<file path="config.mk">
export PLATFORM = sky130hd
export DESIGN_NAME = rice_stream_decoder
export DESIGN_NICKNAME = d
export VERILOG_FILES = /design/src/rsd_pkg.sv /design/src/rsd_front.sv /design/src/rsd_batch_fifo.sv /design/src/rsd_back.sv /design/src/rice_stream_decoder.sv
export SDC_FILE = /design/constraint.sdc
export NUM_CORES = 1
export LEC_CHECK = 0
export ABC_CLOCK_PERIOD_IN_PS = 25000
export BUFFER_PORTS_ARGS = -buffer_cell sky130_fd_sc_hd__buf_2
export CAP_MARGIN = 0
export CORE_UTILIZATION = 24
export CTS_CLUSTER_SIZE = 40
export DETAILED_ROUTE_END_ITERATION = 10
export PLACE_DENSITY = 0.46
export SLEW_MARGIN = 20
export SYNTH_ARGS = -nofsm -noshare
export SYNTH_HDL_FRONTEND = slang
export SYNTH_SLANG_ARGS = --single-unit
</file>
<file path="constraint.sdc">
create_clock -name clk -period 25 [get_ports clk]
set_input_delay 5 -clock clk [delete_from_list [all_inputs] [get_ports clk]]
set_output_delay 5 -clock clk [all_outputs]
set_load 0.02 [all_outputs]
</file>
<file path="src/rsd_pkg.sv">
`default_nettype none

package rsd_pkg;

    localparam int BYTE_W      = 8;
    localparam int K_W         = 3;
    localparam int MAX_RESULTS = 8;
    localparam int IDX_W       = 3;
    localparam int CNT_W       = 4;
    localparam int HEADER_BITS = 3;

    typedef struct packed {
        logic [BYTE_W-1:0] symbol;
        logic              symbol_valid;
        logic              end_of_stream;
        logic              truncated;
    } result_t;

    typedef struct packed {
        logic [CNT_W-1:0]                 count;
        result_t [MAX_RESULTS-1:0]        res;
    } batch_t;

    typedef struct packed {
        logic full;
        logic empty;
    } fifo_status_t;

endpackage

`default_nettype wire

</file>
<file path="src/rsd_front.sv">
`default_nettype none

module rsd_front (
    input  wire                  clk,
    input  wire                  rst_n,
    input  wire                  accept,
    input  wire [7:0]            in_byte,
    input  wire                  last_byte,
    output logic                 batch_push,
    output rsd_pkg::batch_t      batch
);
    import rsd_pkg::*;

    logic              awaiting_header_reg, awaiting_header_next;
    logic [K_W-1:0]    k_reg, k_next;
    logic              in_rem_reg, in_rem_next;
    logic [BYTE_W-1:0] qc_reg, qc_next;
    logic [BYTE_W-1:0] acc_reg, acc_next;
    logic [K_W-1:0]    rem_left_reg, rem_left_next;

    always_comb
    begin
        logic             stopped;
        logic             done;
        logic [CNT_W-1:0] n;
        logic [3:0]       start;

        awaiting_header_next = awaiting_header_reg;
        k_next               = k_reg;
        in_rem_next          = in_rem_reg;
        qc_next              = qc_reg;
        acc_next             = acc_reg;
        rem_left_next        = rem_left_reg;
        start                = '0;
        stopped              = 1'b0;
        n                    = '0;
        batch                = '0;

        // header: three bits, msb first
        if (awaiting_header_reg)
        begin
            k_next        = {in_byte[0], in_byte[1], in_byte[2]};
            in_rem_next   = 1'b0;
            qc_next       = '0;
            acc_next      = '0;
            rem_left_next = '0;
            start         = 4'(HEADER_BITS);
        end

        for (int i = 0; i < BYTE_W; i++)
        begin
            done = 1'b0;
            if (4'(i) >= start && !stopped)
            begin
                if (!in_rem_next)
                begin
                    if (in_byte[i])
                    begin
                        qc_next = qc_next + 8'd1;
                    end
                    else
                    begin
                        acc_next = qc_next << k_next;
                        if (k_next == '0)
                        begin
                            done = 1'b1;
                        end
                        else
                        begin
                            in_rem_next   = 1'b1;
                            rem_left_next = k_next;
                        end
                    end
                end
                else
                begin
                    if (rem_left_next != '0)
                    begin
                        rem_left_next = rem_left_next - 3'd1;
                        acc_next      = acc_next | (8'(in_byte[i]) << rem_left_next);
                    end
                    done = (rem_left_next == '0);
                end
            end
            if (done)
            begin
                batch.res[n[IDX_W-1:0]].symbol        = acc_next;
                batch.res[n[IDX_W-1:0]].symbol_valid  = 1'b1;
                batch.res[n[IDX_W-1:0]].end_of_stream = 1'b0;
                batch.res[n[IDX_W-1:0]].truncated     = 1'b0;
                n             = n + 4'd1;
                in_rem_next   = 1'b0;
                qc_next       = '0;
                acc_next      = '0;
                rem_left_next = '0;
                if (last_byte)
                begin
                    stopped = 1'b1;
                end
            end
        end

        awaiting_header_next = 1'b0;

        // closing item, then re-arm for a new header
        if (last_byte)
        begin
            batch.res[n[IDX_W-1:0]].symbol        = '0;
            batch.res[n[IDX_W-1:0]].symbol_valid  = 1'b0;
            batch.res[n[IDX_W-1:0]].end_of_stream = 1'b1;
            batch.res[n[IDX_W-1:0]].truncated     = !stopped;
            n                    = n + 4'd1;
            awaiting_header_next = 1'b1;
            k_next               = '0;
            in_rem_next          = 1'b0;
            qc_next              = '0;
            acc_next             = '0;
            rem_left_next        = '0;
        end

        batch.count = n;
        batch_push  = accept && (n != '0);
    end

    always_ff @(posedge clk or negedge rst_n)
    begin
        if (!rst_n)
        begin
            awaiting_header_reg <= 1'b1;
            k_reg               <= '0;
            in_rem_reg          <= 1'b0;
            qc_reg              <= '0;
            acc_reg             <= '0;
            rem_left_reg        <= '0;
        end
        else if (accept)
        begin
            awaiting_header_reg <= awaiting_header_next;
            k_reg               <= k_next;
            in_rem_reg          <= in_rem_next;
            qc_reg              <= qc_next;
            acc_reg             <= acc_next;
            rem_left_reg        <= rem_left_next;
        end
    end

endmodule

`default_nettype wire

</file>
<file path="src/rsd_batch_fifo.sv">
`default_nettype none

module rsd_batch_fifo (
    input  wire                    clk,
    input  wire                    rst_n,
    input  wire                    wr_en,
    input  rsd_pkg::batch_t        wr_data,
    input  wire                    rd_en,
    output rsd_pkg::batch_t        rd_data,
    output rsd_pkg::fifo_status_t  status
);
    import rsd_pkg::*;

    batch_t     mem_reg [2];
    logic       wr_ptr_reg;
    logic       rd_ptr_reg;
    logic [1:0] count_reg;

    assign rd_data      = mem_reg[rd_ptr_reg];
    assign status.full  = (count_reg == 2'd2);
    assign status.empty = (count_reg == 2'd0);

    always_ff @(posedge clk)
    begin
        if (wr_en)
        begin
            mem_reg[wr_ptr_reg] <= wr_data;
        end
    end

    always_ff @(posedge clk or negedge rst_n)
    begin
        if (!rst_n)
        begin
            wr_ptr_reg <= 1'b0;
            rd_ptr_reg <= 1'b0;
            count_reg  <= '0;
        end
        else
        begin
            if (wr_en)
            begin
                wr_ptr_reg <= !wr_ptr_reg;
            end
            if (rd_en)
            begin
                rd_ptr_reg <= !rd_ptr_reg;
            end
            count_reg <= count_reg + 2'(wr_en) - 2'(rd_en);
        end
    end

endmodule

`default_nettype wire

</file>
<file path="src/rsd_back.sv">
`default_nettype none

module rsd_back (
    input  wire                    clk,
    input  wire                    rst_n,
    input  rsd_pkg::batch_t        batch,
    input  rsd_pkg::fifo_status_t  fifo_status,
    output logic                   batch_pop,
    input  wire                    pop,
    output logic                   empty,
    output logic [7:0]             symbol,
    output logic                   symbol_valid,
    output logic                   end_of_stream,
    output logic                   truncated
);
    import rsd_pkg::*;

    batch_t           cur_reg;
    logic             cur_valid_reg;
    logic [IDX_W-1:0] idx_reg;
    logic             taken;
    logic             batch_done;
    result_t          head;

    assign head          = cur_reg.res[idx_reg];
    assign empty         = !cur_valid_reg;
    assign symbol        = head.symbol;
    assign symbol_valid  = head.symbol_valid;
    assign end_of_stream = head.end_of_stream;
    assign truncated     = head.truncated;

    assign taken      = pop && cur_valid_reg;
    assign batch_done = (CNT_W'(idx_reg) + 4'd1 == cur_reg.count);
    assign batch_pop  = !fifo_status.empty && (!cur_valid_reg || (taken && batch_done));

    always_ff @(posedge clk)
    begin
        if (batch_pop)
        begin
            cur_reg <= batch;
        end
    end

    always_ff @(posedge clk or negedge rst_n)
    begin
        if (!rst_n)
        begin
            cur_valid_reg <= 1'b0;
            idx_reg       <= '0;
        end
        else if (batch_pop)
        begin
            cur_valid_reg <= 1'b1;
            idx_reg       <= '0;
        end
        else if (taken)
        begin
            if (batch_done)
            begin
                cur_valid_reg <= 1'b0;
                idx_reg       <= '0;
            end
            else
            begin
                idx_reg <= idx_reg + 3'd1;
            end
        end
    end

endmodule

`default_nettype wire

</file>
<file path="src/rice_stream_decoder.sv">
// Rice stream decoder: push one compressed byte per cycle (bits read lsb first, the first three
// bits of a stream giving k msb first) and pop decoded symbols from the result side, followed by
// one closing item with end_of_stream set after the byte flagged last_byte. A byte is accepted
// every cycle while full is low: all eight bits are decoded combinationally in the front, and
// the items of one byte (up to eight) go as one batch into a two-batch queue. The back hands out
// one item per cycle while pop is high, so a byte yielding n items takes n pops at the result
// side. A batch's items show once it has passed the queue and the back's current-batch register.
`default_nettype none

module rice_stream_decoder (
    input  wire        clk,
    input  wire        rst_n,
    input  wire        push,
    output logic       full,
    input  wire [7:0]  in_byte,
    input  wire        last_byte,
    output logic       empty,
    input  wire        pop,
    output logic [7:0] symbol,
    output logic       symbol_valid,
    output logic       end_of_stream,
    output logic       truncated
);
    import rsd_pkg::*;

    logic         accept;
    logic         batch_push;
    logic         batch_pop;
    batch_t       wr_batch;
    batch_t       rd_batch;
    fifo_status_t fifo_status;

    assign full   = fifo_status.full;
    assign accept = push && !fifo_status.full;

    rsd_front u_front (
        .clk        (clk),
        .rst_n      (rst_n),
        .accept     (accept),
        .in_byte    (in_byte),
        .last_byte  (last_byte),
        .batch_push (batch_push),
        .batch      (wr_batch)
    );

    rsd_batch_fifo u_fifo (
        .clk     (clk),
        .rst_n   (rst_n),
        .wr_en   (batch_push),
        .wr_data (wr_batch),
        .rd_en   (batch_pop),
        .rd_data (rd_batch),
        .status  (fifo_status)
    );

    rsd_back u_back (
        .clk           (clk),
        .rst_n         (rst_n),
        .batch         (rd_batch),
        .fifo_status   (fifo_status),
        .batch_pop     (batch_pop),
        .pop           (pop),
        .empty         (empty),
        .symbol        (symbol),
        .symbol_valid  (symbol_valid),
        .end_of_stream (end_of_stream),
        .truncated     (truncated)
    );

    a_kind_exclusive: assert property (@(posedge clk) disable iff (!rst_n)
        !empty |-> (symbol_valid != end_of_stream))
        else $error("item is neither exactly a symbol nor a closing item");

    a_trunc_on_close: assert property (@(posedge clk) disable iff (!rst_n)
        (!empty && symbol_valid) |-> !truncated)
        else $error("truncated set on a symbol item");

    a_close_zero: assert property (@(posedge clk) disable iff (!rst_n)
        (!empty && end_of_stream) |-> (symbol == 8'd0))
        else $error("closing item carries a nonzero symbol");

    a_no_overflow: assert property (@(posedge clk) disable iff (!rst_n)
        batch_push |-> (!fifo_status.full && push))
        else $error("batch written into a full queue");

endmodule

`default_nettype wire
</file>
==> results.txt, run 1 <==
----------------------------------------------------
[Setup path]
  Data required time at the worst endpoint ... 25.14 ns
  Critical Path Sink Type ... flop
  Critical Setup Path Class ... in -> reg
  Category of the worst setup path launch point ... input pin
  Arrival time of data at the critical path endpoint ... 21.30 ns
  Most frequent cell on the critical path ... ha_1
  Delay contributed by the slowest stage of the critical path ... 0.64 ns
  Crit-path max FO ... 51
  CP max stage cell ... a2111oi_1

[Clock tree]
  CTS-repair resized insts ... 0
  Maximum root-to-sink buffer count ... 3
  # Post-CTS Setup Buffers ... 0
  Cell at the root of the clock tree ... clkbuf_16
  Number of buffers created by CTS ... 35
  CTS HTree Levels ... 2
  Clock-pin transition on the worst setup and hold timing paths ... 0.05 ns
  CTS tree ... done
  Count of hold buffers inserted by post-cts repair ... 0
  Number of clock sinks ... 308
  Clock network latency to the later pin of the worst-skew pair ... 0.54 ns

[Timing]
  Achievable Freq ... 47.3 MHz
  Unrepaired setup endpoints after global routing ... no
  Hold Fails Final Rpt ... 0
  Final setup viols ... 0
  Final critical-path required period ... 21.16 ns
  Setup Total Neg Slack ... 0 ns
  Slew of the pin with the lowest slew margin ... 1.14 ns
  Max Clock Skew ... 0.0292 ns
  Max-slew violation count ... 0
  Period utilization ... 84.6%
  Slew HR ... 24.0%

[Yosys]
  Portion of the post-synthesis area used by sequential elements ... 38.8%
  Number of flops mapped to enable cells by yosys ... 276
  Synth Flop Type ... edfxtp_1
  Count of distinct cell types in the synthesized netlist ... 128
  Post-synthesis register bit count ... 308
  Number of synthesis warnings ... 0
  Async SR Flop Fraction ... 10.4%
  Combined area of all synthesized cells ... 23400 µm²
  Mean post-synth cell area ... 9.48 µm²
  Number of cells produced by synthesis ... 2472

[GRT]
  Via count of the first global-routing pass ... 19600
  Total routing usage reported by global routing ... 17.5%
  Number of antenna violations at the first check in global routing ... 3
  Sum of overflow across all layers after global routing ... 0
  Largest net degree at the start of global routing ... 64
  First-pass GRT wire length ... 132 mm

[Drt]
  Total length of routed wires ... 88.9 mm
  Post-DR wirelength/cell ... 23.8 µm
  Wire length on met2 ... 39.5 mm
  DRT iter0 DRCs ... 2174
  Met1 Wirelength ... 40.7 mm
  Detailed-route via count ... 20800
  Remaining antenna violation count after routing ... 0
  Uppermost routed layer ... met5
  Detailed route wirelength on metal3 ... 5.65 mm
  Number of detailed-route iterations in the first pass ... 6
  Total DRC errors in the routed layout ... 0
  Drt via density ... 5.58

[Floorplanning]
  Effective utilization at floorplan ... 24.2%
  Die boundary width ... 314 µm
  Die area ... 98900 µm²
  Die Ht ... 314 µm
  Number of I/O pins ... 26
  Core footprint ... 96700 µm²
  Site Rows ... 114

[Layout]
  Net total in the final layout ... 2491
  Proportion of layout cells with a drive suffix above 1 ... 15.7%
  Multi-input logic area ... 13500 µm²
  Largest register FFs ... 184
  Area taken by flip-flops and latches ... 9100 µm²
  # fillers ... 10300
  Layout-stage area growth over the synthesis result ... 11.4%

[Placed design]
  Placer Congestion ... 0.928
  Port buffer count ... 25
  Total half-perimeter wirelength after legalization and detailed placement ... 65.8 mm

[Hold path]
  Worst hold path class ... reg -> reg

[Run]
  Max capacitance violation total ... 0

[Run status]
  Status ... completed

----------------------------------------------------
critical path, delay by kind of cell:
family	cells	cell delay [ns]
buffers and inverters	10	2.32
AOI/OAI and AO/OA	20	5.80
and+or+nand+nor	15	3.75
xor gates and xnor gates	1	0.40
adders and majority gates	12	3.29
muxes	2	0.58
cells by family after synthesis:
group | Yosys count | share of synthesized area [%]
AO/OA/AOI/OAI | 782 | 23.8
XOR/XNOR | 61 | 2.38
adder cells (fa/ha/maj) | 45 | 2.44
buffers and inverters | 234 | 4.06
flip-flops | 308 | 38.8
multiplexers | 207 | 10.8
other | 1 | 0.0160
AND/OR/NAND/NOR | 834 | 17.7
synthesized netlist by cell type, drive strengths merged (20+ instances only):
| library cell | number | share of area (%) |
|---|---|---|
| or2 | 30 | 0.81 |
| nor4 | 21 | 0.62 |
| xor2 | 23 | 0.89 |
| and3 | 28 | 0.75 |
| o221ai | 21 | 0.79 |
| mux2i | 63 | 2.7 |
| xnor2 | 38 | 1.5 |
| dfrtp | 31 | 3.3 |
| o31ai | 24 | 0.81 |
| a211oi | 47 | 1.6 |
| mux4 | 24 | 2.3 |
| clkbuf | 110 | 1.8 |
| a31oi | 30 | 0.80 |
| o211ai | 56 | 1.8 |
| nand3 | 82 | 1.8 |
| nor2 | 187 | 3.1 |
| inv | 67 | 1.1 |
| a21oi | 146 | 3.2 |
| nand2 | 230 | 3.7 |
| o21ai | 170 | 3.7 |
| o22ai | 32 | 0.91 |
| a22oi | 22 | 0.79 |
| ha | 44 | 2.4 |
| nor3 | 116 | 2.6 |
| buf | 54 | 1.2 |
| a22o | 20 | 0.79 |
| mux2 | 120 | 5.8 |
| edfxtp | 276 | 35 |
per-stage QoR:
stage | instances | hold WS (ns) | instance area [µm²] | util, % | setup slack, ns
floorplan | 2479 | 0.450 | 23500 | - | 0.118
global placement | 3672 | 0.490 | 25000 | 25.8 | 3.94
detailed placement | 3672 | 0.494 | 25000 | 25.8 | 3.65
CTS | 3734 | 0.504 | 26100 | 27.0 | 4.12
global route | 3734 | 0.535 | 26100 | 27.0 | 2.61
finish | 3736 | 0.497 | 26100 | 27.0 | 3.84
final cells by class:
type | count | share of cell area, %
timing repair buffer | 81 | 2.09
sequential | 308 | 34.9
antenna | 2 | 0.0192
tap | 1276 | 6.12
clock inverter | 24 | 0.676
clock buffer | 38 | 3.51
inverter | 70 | 1.01
multi-input combinational | 1937 | 51.7
routing by layer:
metal	track usage, %	vias up
li1	-	9558
met1	24.7	10300
met2	27.6	826
met3	2.44	178
met4	5.52	4
met5	0	-
cell usage in the layout, fill, tap and decap left out, drive strengths merged, types with 22 or more instances in the layout:
cell type and count:
a211oi 47, a21oi 146, a22oi 22, a31oi 30
and3 28, buf 81, clkbuf 38, clkinv 23
dfrtp 31, edfxtp 276, ha 44, inv 69
mux2 120, mux2i 63, mux4 24, nand2 230
nand3 82, nor2 187, nor3 116, o211ai 56
o21ai 170, o22ai 32, o31ai 24, or2 30
xnor2 38, xor2 23
worst paths after layout:
path                                                  start                    end  slack [ns]  cells past startpoint
worst max-delay path                             in_byte[1]  u_fifo.mem_reg[1][13]        3.84                     60
worst min register to register          u_fifo.count_reg[1]    u_fifo.count_reg[1]        0.50                      1
worst min-delay path                    u_fifo.count_reg[1]    u_fifo.count_reg[1]        0.50                      1
min in group asynchronous                             rst_n      u_fifo.rd_ptr_reg        4.56                      1
max in group asynchronous                             rst_n      u_fifo.rd_ptr_reg       19.86                      1
worst max register to register  u_front.awaiting_header_reg  u_fifo.mem_reg[1][13]        6.61                     63
Power of run 1 is left out: the tool's default activity adds up to more than one toggle a clock period on the data nets, which glitch-free logic cannot reach.
==> run 2: changes to the inputs <==
- ABC_CLOCK_PERIOD_IN_PS: 25000 -> 17700
- PLACE_DENSITY: 0.46 -> 0.48
- clock period: 25 -> 17.7 ns (I/O delays scaled with it)
==> run 2 against run 1 <==
Against the previous run: clock skew decreased by 0.015 ns; critical path depth decreased by 2; via count increased by 0.12%; flip-flop and latch count unchanged; register-to-register slack got worse by 4.7 ns; wire length decreased by 1.6%; sequential share of layout area decreased by 0.39 points; cell area increased by 1.1%; utilization increased by 0.31 points; count of clock-buffer cells in the layout unchanged.
==> results.txt, run 2 (same netlist as run 1, synthesis figures left out) <==
----------------------------------------------------
[Placed design]
  Instance area after placement ... 25400 µm²
  Port buffer count ... 25
  Placer Congestion ... 0.952
  Total half-perimeter wirelength after legalization and detailed placement ... 65.3 mm

[Setup path]
  Category of the worst setup path launch point ... input pin
  Data required time at the worst endpoint ... 17.90 ns
  Arrival time of data at the critical path endpoint ... 16.84 ns
  Critical Path Sink Type ... flop
  Most frequent cell on the critical path ... ha_1
  Cell family with most CP delay ... simple AND/OR/NAND/NOR gates
  CP max stage cell ... nor2_1
  Delay contributed by the slowest stage of the critical path ... 0.91 ns
  Critical Setup Path Class ... in -> reg
  Critical path buffer and inverter count ... 6
  Crit-path max FO ... 14

[Floorplanning]
  Core footprint ... 96700 µm²
  Die Ht ... 314 µm
  Effective utilization at floorplan ... 24.2%
  Die area ... 98900 µm²
  Site Rows ... 114
  Number of I/O pins ... 26
  Die boundary width ... 314 µm

[Clock tree]
  Number of clock sinks ... 308
  Clock network latency to the later pin of the worst-skew pair ... 0.55 ns
  Number of buffers created by CTS ... 31
  Cell at the root of the clock tree ... clkbuf_16
  Clock-pin transition on the worst setup and hold timing paths ... 0.06 ns
  CTS tree ... done
  Maximum root-to-sink buffer count ... 3
  CTS HTree Levels ... 1

[GRT]
  Via count of the first global-routing pass ... 19700
  Number of antenna violations at the first check in global routing ... 1
  Sum of overflow across all layers after global routing ... 0
  Largest net degree at the start of global routing ... 71
  First-pass GRT wire length ... 131 mm
  Total routing usage reported by global routing ... 17.2%

[Timing]
  Unrepaired setup endpoints after global routing ... no
  Setup Total Neg Slack ... 0 ns
  Slew of the pin with the lowest slew margin ... 1.22 ns
  Max-slew violation count ... 0
  Period utilization ... 94.0%
  Achievable Freq ... 60.1 MHz
  Final critical-path required period ... 16.64 ns
  Max Clock Skew ... 0.0142 ns
  Slew HR ... 18.7%
  Final setup viols ... 0
  Hold Fails Final Rpt ... 0

[Drt]
  Total DRC errors in the routed layout ... 0
  Post-DR wirelength/cell ... 23.3 µm
  Total length of routed wires ... 87.5 mm
  Drt via density ... 5.55
  Remaining antenna violation count after routing ... 0
  Detailed-route via count ... 20900
  DRT iter0 DRCs ... 2373
  Number of detailed-route iterations in the first pass ... 7

[Run]
  Max capacitance violation total ... 0

[Layout]
  Leading cell types in the layout, fill and taps excluded ... edfxtp_1 (276), nand2_1 (227), nor2_1 (178)
  Multi-input logic area ... 13700 µm²
  # fillers ... 10400
  Post-route cell area ... 26400 µm²
  Area taken by flip-flops and latches ... 9100 µm²
  Layout-stage area growth over the synthesis result ... 12.7%
  Net total in the final layout ... 2515
  Most frequent standard cell in the layout excluding fill and tap cells ... edfxtp_1
  Largest register FFs ... 184
  Proportion of layout cells with a drive suffix above 1 ... 16.9%

[Hold path]
  Worst hold path class ... reg -> reg

[Run status]
  Status ... completed

----------------------------------------------------
[run 2: cell count changes in the layout (fill, tap and decap cells not counted), sizes merged]
cell and change:
bufinv +1, buf +27, inv -1, clkbuf +1, clkinvlp -1, diode -1, clkinv -6
[run 2: final cells by class]
class / instances / area share (%)
multi-input combinational: 1937 / 51.8
inverter: 70 / 0.995
antenna: 1 / 0.00948
tap: 1276 / 6.05
clock inverter: 17 / 0.488
timing repair buffer: 109 / 3.16
sequential: 308 / 34.5
clock buffer: 38 / 3.04
[run 2: per-layer routing]
metal | share of wire (%) | track usage (%) | vias up
met1 | 47 | 25.1 | 10200
met2 | 44 | 26.7 | 903
li1 | - | - | 9602
met4 | 3.3 | 5.38 | 0
met3 | 6.0 | 1.46 | 161
met5 | 0 | 0 | -
[run 2: stage by stage]
step / util [%] / worst slack [ns] / instances / hold slack [ns]
final: 27.3 / 1.06 / 3756 / 0.499
after global routing: 27.3 / 0.128 / 3756 / 0.534
after CTS: 27.2 / 0.600 / 3750 / 0.504
after detailed placement: 26.2 / 0.109 / 3695 / 0.490
after global placement: 26.2 / 0.433 / 3695 / 0.492
after floorplan: - / 0.00212 / 2479 / 0.450
[run 2: worst paths after layout]
| kind | start | to | slack [ns] | cells past startpoint |
|---|---|---|---|---|
| worst max register to register | u_front.rem_left_reg[1] | u_fifo.mem_reg[0][15] | 1.90 | 59 |
| worst max-delay path | in_byte[1] | u_fifo.mem_reg[0][15] | 1.06 | 58 |
| max in group asynchronous | rst_n | u_fifo.rd_ptr_reg | 14.04 | 1 |
| min in group asynchronous | rst_n | u_back.idx_reg[0] | 3.06 | 1 |
| worst min-delay path | u_fifo.count_reg[1] | u_fifo.count_reg[1] | 0.50 | 1 |
| worst min register to register | u_fifo.count_reg[1] | u_fifo.count_reg[1] | 0.50 | 1 |
[run 2: timing repair]
action	CTS	global route
buffers inserted	0	5
setup endpoints to repair	0	248
hold buffers	0	0
gates resized for setup	0	5
[run 2: worst register-to-register path, delay by kind of cell (launching register included)]
kind	cells	cell delay [ns]
AO/OA/AOI/OAI	20	5.22
XOR/XNOR	3	0.71
adder cells (fa/ha/maj)	14	3.62
buffers and inverters	5	0.66
flip-flops	1	0.57
multiplexers	1	0.30
AND/OR/NAND/NOR	16	4.41
Power of run 2 is left out for the same reason.
==> run 3: changes to the inputs <==
- CORE_ASPECT_RATIO: not set -> 2
==> run 3 against run 2 <==
Against the previous run: highest routed layer is now met5; register-to-register slack better by 0.67 ns; count of clock-buffer cells in the layout is 7 lower; setup slack worse by 0.18 ns; critical path depth is 1 higher; utilization is 0.18 points higher; sequential share of layout area is 0.16 points lower; hold slack better by 0.019 ns; non-clock buffer count is 40 higher; cell count is 0.67% lower; critical endpoint is now u_fifo.mem_reg[0][50].
==> results.txt, run 3 (same netlist as run 1, synthesis figures left out) <==
----------------------------------------------------
[Layout]
  Final core utilization ... 27.5%
  Largest register FFs ... 184
  Layout-stage area growth over the synthesis result ... 13.2%
  Leading cell types in the layout, fill and taps excluded ... edfxtp_1 (276), nand2_1 (227), nor2_1 (178)
  Most frequent standard cell in the layout excluding fill and tap cells ... edfxtp_1
  Proportion of layout cells with a drive suffix above 1 ... 18.6%
  Layout Cells excl Fill ... 3731
  # fillers ... 10200
  Net total in the final layout ... 2548

[Floorplanning]
  Core footprint ... 96500 µm²
  Die area ... 98900 µm²
  Site Rows ... 161
  Die Ht ... 444 µm
  Die boundary width ... 223 µm
  Number of I/O pins ... 26
  Effective utilization at floorplan ... 24.3%

[Setup path]
  Arrival time of data at the critical path endpoint ... 17.04 ns
  Category of the worst setup path launch point ... input pin
  CP max stage cell ... or4b_4
  Delay contributed by the slowest stage of the critical path ... 0.59 ns
  Critical Path Sink Type ... flop
  Critical Setup Path Class ... in -> reg
  Crit-path max FO ... 31
  Most frequent cell on the critical path ... ha_1
  Data required time at the worst endpoint ... 17.92 ns

[Drt]
  Remaining antenna violation count after routing ... 0
  Total length of routed wires ... 105 mm
  Drt via density ... 5.68
  Post-DR wirelength/cell ... 28.1 µm
  DRT iter0 DRCs ... 1565
  Detailed-route via count ... 21200
  Total DRC errors in the routed layout ... 0
  Number of detailed-route iterations in the first pass ... 6

[Timing]
  Period utilization ... 95.0%
  Max-slew violation count ... 0
  Slew of the pin with the lowest slew margin ... 1.18 ns
  Final setup viols ... 0
  Achievable Freq ... 59.5 MHz
  Worst slack on hold paths ... 0.518 ns
  Hold Fails Final Rpt ... 0
  Unrepaired setup endpoints after global routing ... no
  Max Clock Skew ... 0.0199 ns
  Setup Total Neg Slack ... 0 ns
  Slew HR ... 20.7%
  Final critical-path required period ... 16.81 ns

[Placed design]
  Placed Cells ... 3686
  Total half-perimeter wirelength after legalization and detailed placement ... 80.5 mm
  Placer Congestion ... 1.05
  Port buffer count ... 25

[GRT]
  First-pass GRT wire length ... 150 mm
  Sum of overflow across all layers after global routing ... 0
  Number of antenna violations at the first check in global routing ... 1
  Total routing usage reported by global routing ... 20.8%
  Largest net degree at the start of global routing ... 66
  Via count of the first global-routing pass ... 21700

[Run status]
  Status ... completed

[Run]
  Max capacitance violation total ... 0

[Hold path]
  Worst hold path class ... reg -> reg

[Clock tree]
  CTS tree ... done
  Number of clock sinks ... 308
  Clock-pin transition on the worst setup and hold timing paths ... 0.07 ns
  # Post-CTS Setup Buffers ... 0
  CTS HTree Levels ... 1
  Cell at the root of the clock tree ... clkbuf_16
  Maximum root-to-sink buffer count ... 3
  Clock network latency to the later pin of the worst-skew pair ... 0.54 ns
  Number of buffers created by CTS ... 24

----------------------------------------------------
run 3: cell count changes in the layout (fill, tap and decap cells not counted), moves of 3 or more:
| cell | before | now |
|---|---|---|
| buf_12 | 6 | 3 |
| clkbuf_1 | 7 | 2 |
| clkbuf_16 | 31 | 25 |
| clkinv_1 | 11 | 4 |
| buf_4 | 78 | 121 |
| clkbuf_8 | 0 | 4 |
run 3: timing repair:
action                     CTS  global route
resized for setup            0             6
setup endpoints to repair    0           234
hold buffers                 0             0
run 3: routing by layer:
metal,global-route usage [%],wire [µm],vias up
met2,40.5,56700,833
met5,0,13,-
li1,-,-,9634
met4,17.7,10200,2
met1,18.7,33500,10400
met3,2.37,4190,378
run 3: through the flow:
stage / cell area [µm²] / setup slack, ns
after floorplan: 23700 / 0.00212
after global placement: 25600 / 0.459
after detailed placement: 25600 / 0.184
after CTS: 26500 / 0.696
after global routing: 26500 / 0.0668
final: 26500 / 0.885
run 3: worst max-delay path, delay by kind of cell:
kind	cells	cell delay, ns
buffers and inverters	9	1.61
XOR/XNOR	1	0.19
AND/OR/NAND/NOR	15	3.33
adder cells (fa/ha/maj)	12	3.04
multiplexers	2	0.66
AO/OA/AOI/OAI	20	4.57
run 3: layout make-up:
type / instances / area, µm² / area share, %
Inverter: 70 / 263 / 0.991
Timing Repair Buffer: 149 / 1090 / 4.13
Antenna cell: 1 / 2.50 / 0.00944
Multi-Input combinational cell: 1937 / 13700 / 51.7
Sequential cell: 308 / 9090 / 34.3
Clock buffer: 31 / 688 / 2.60
Tap cell: 1222 / 1530 / 5.77
Clock inverter: 13 / 134 / 0.505
run 3: final timing paths:
path | start | end | slack, ns | cells past startpoint
max in group asynchronous | rst_n | u_fifo.rd_ptr_reg | 14.06 | 1
min in group asynchronous | rst_n | u_front.k_reg[1] | 3.07 | 1
worst min register to register | u_fifo.count_reg[1] | u_fifo.count_reg[1] | 0.52 | 1
worst max register to register | u_front.rem_left_reg[1] | u_fifo.mem_reg[0][50] | 2.57 | 61
worst max-delay path | in_byte[1] | u_fifo.mem_reg[0][50] | 0.89 | 59
worst min-delay path | u_fifo.count_reg[1] | u_fifo.count_reg[1] | 0.52 | 1
Power of run 3 is left out for the same reason.
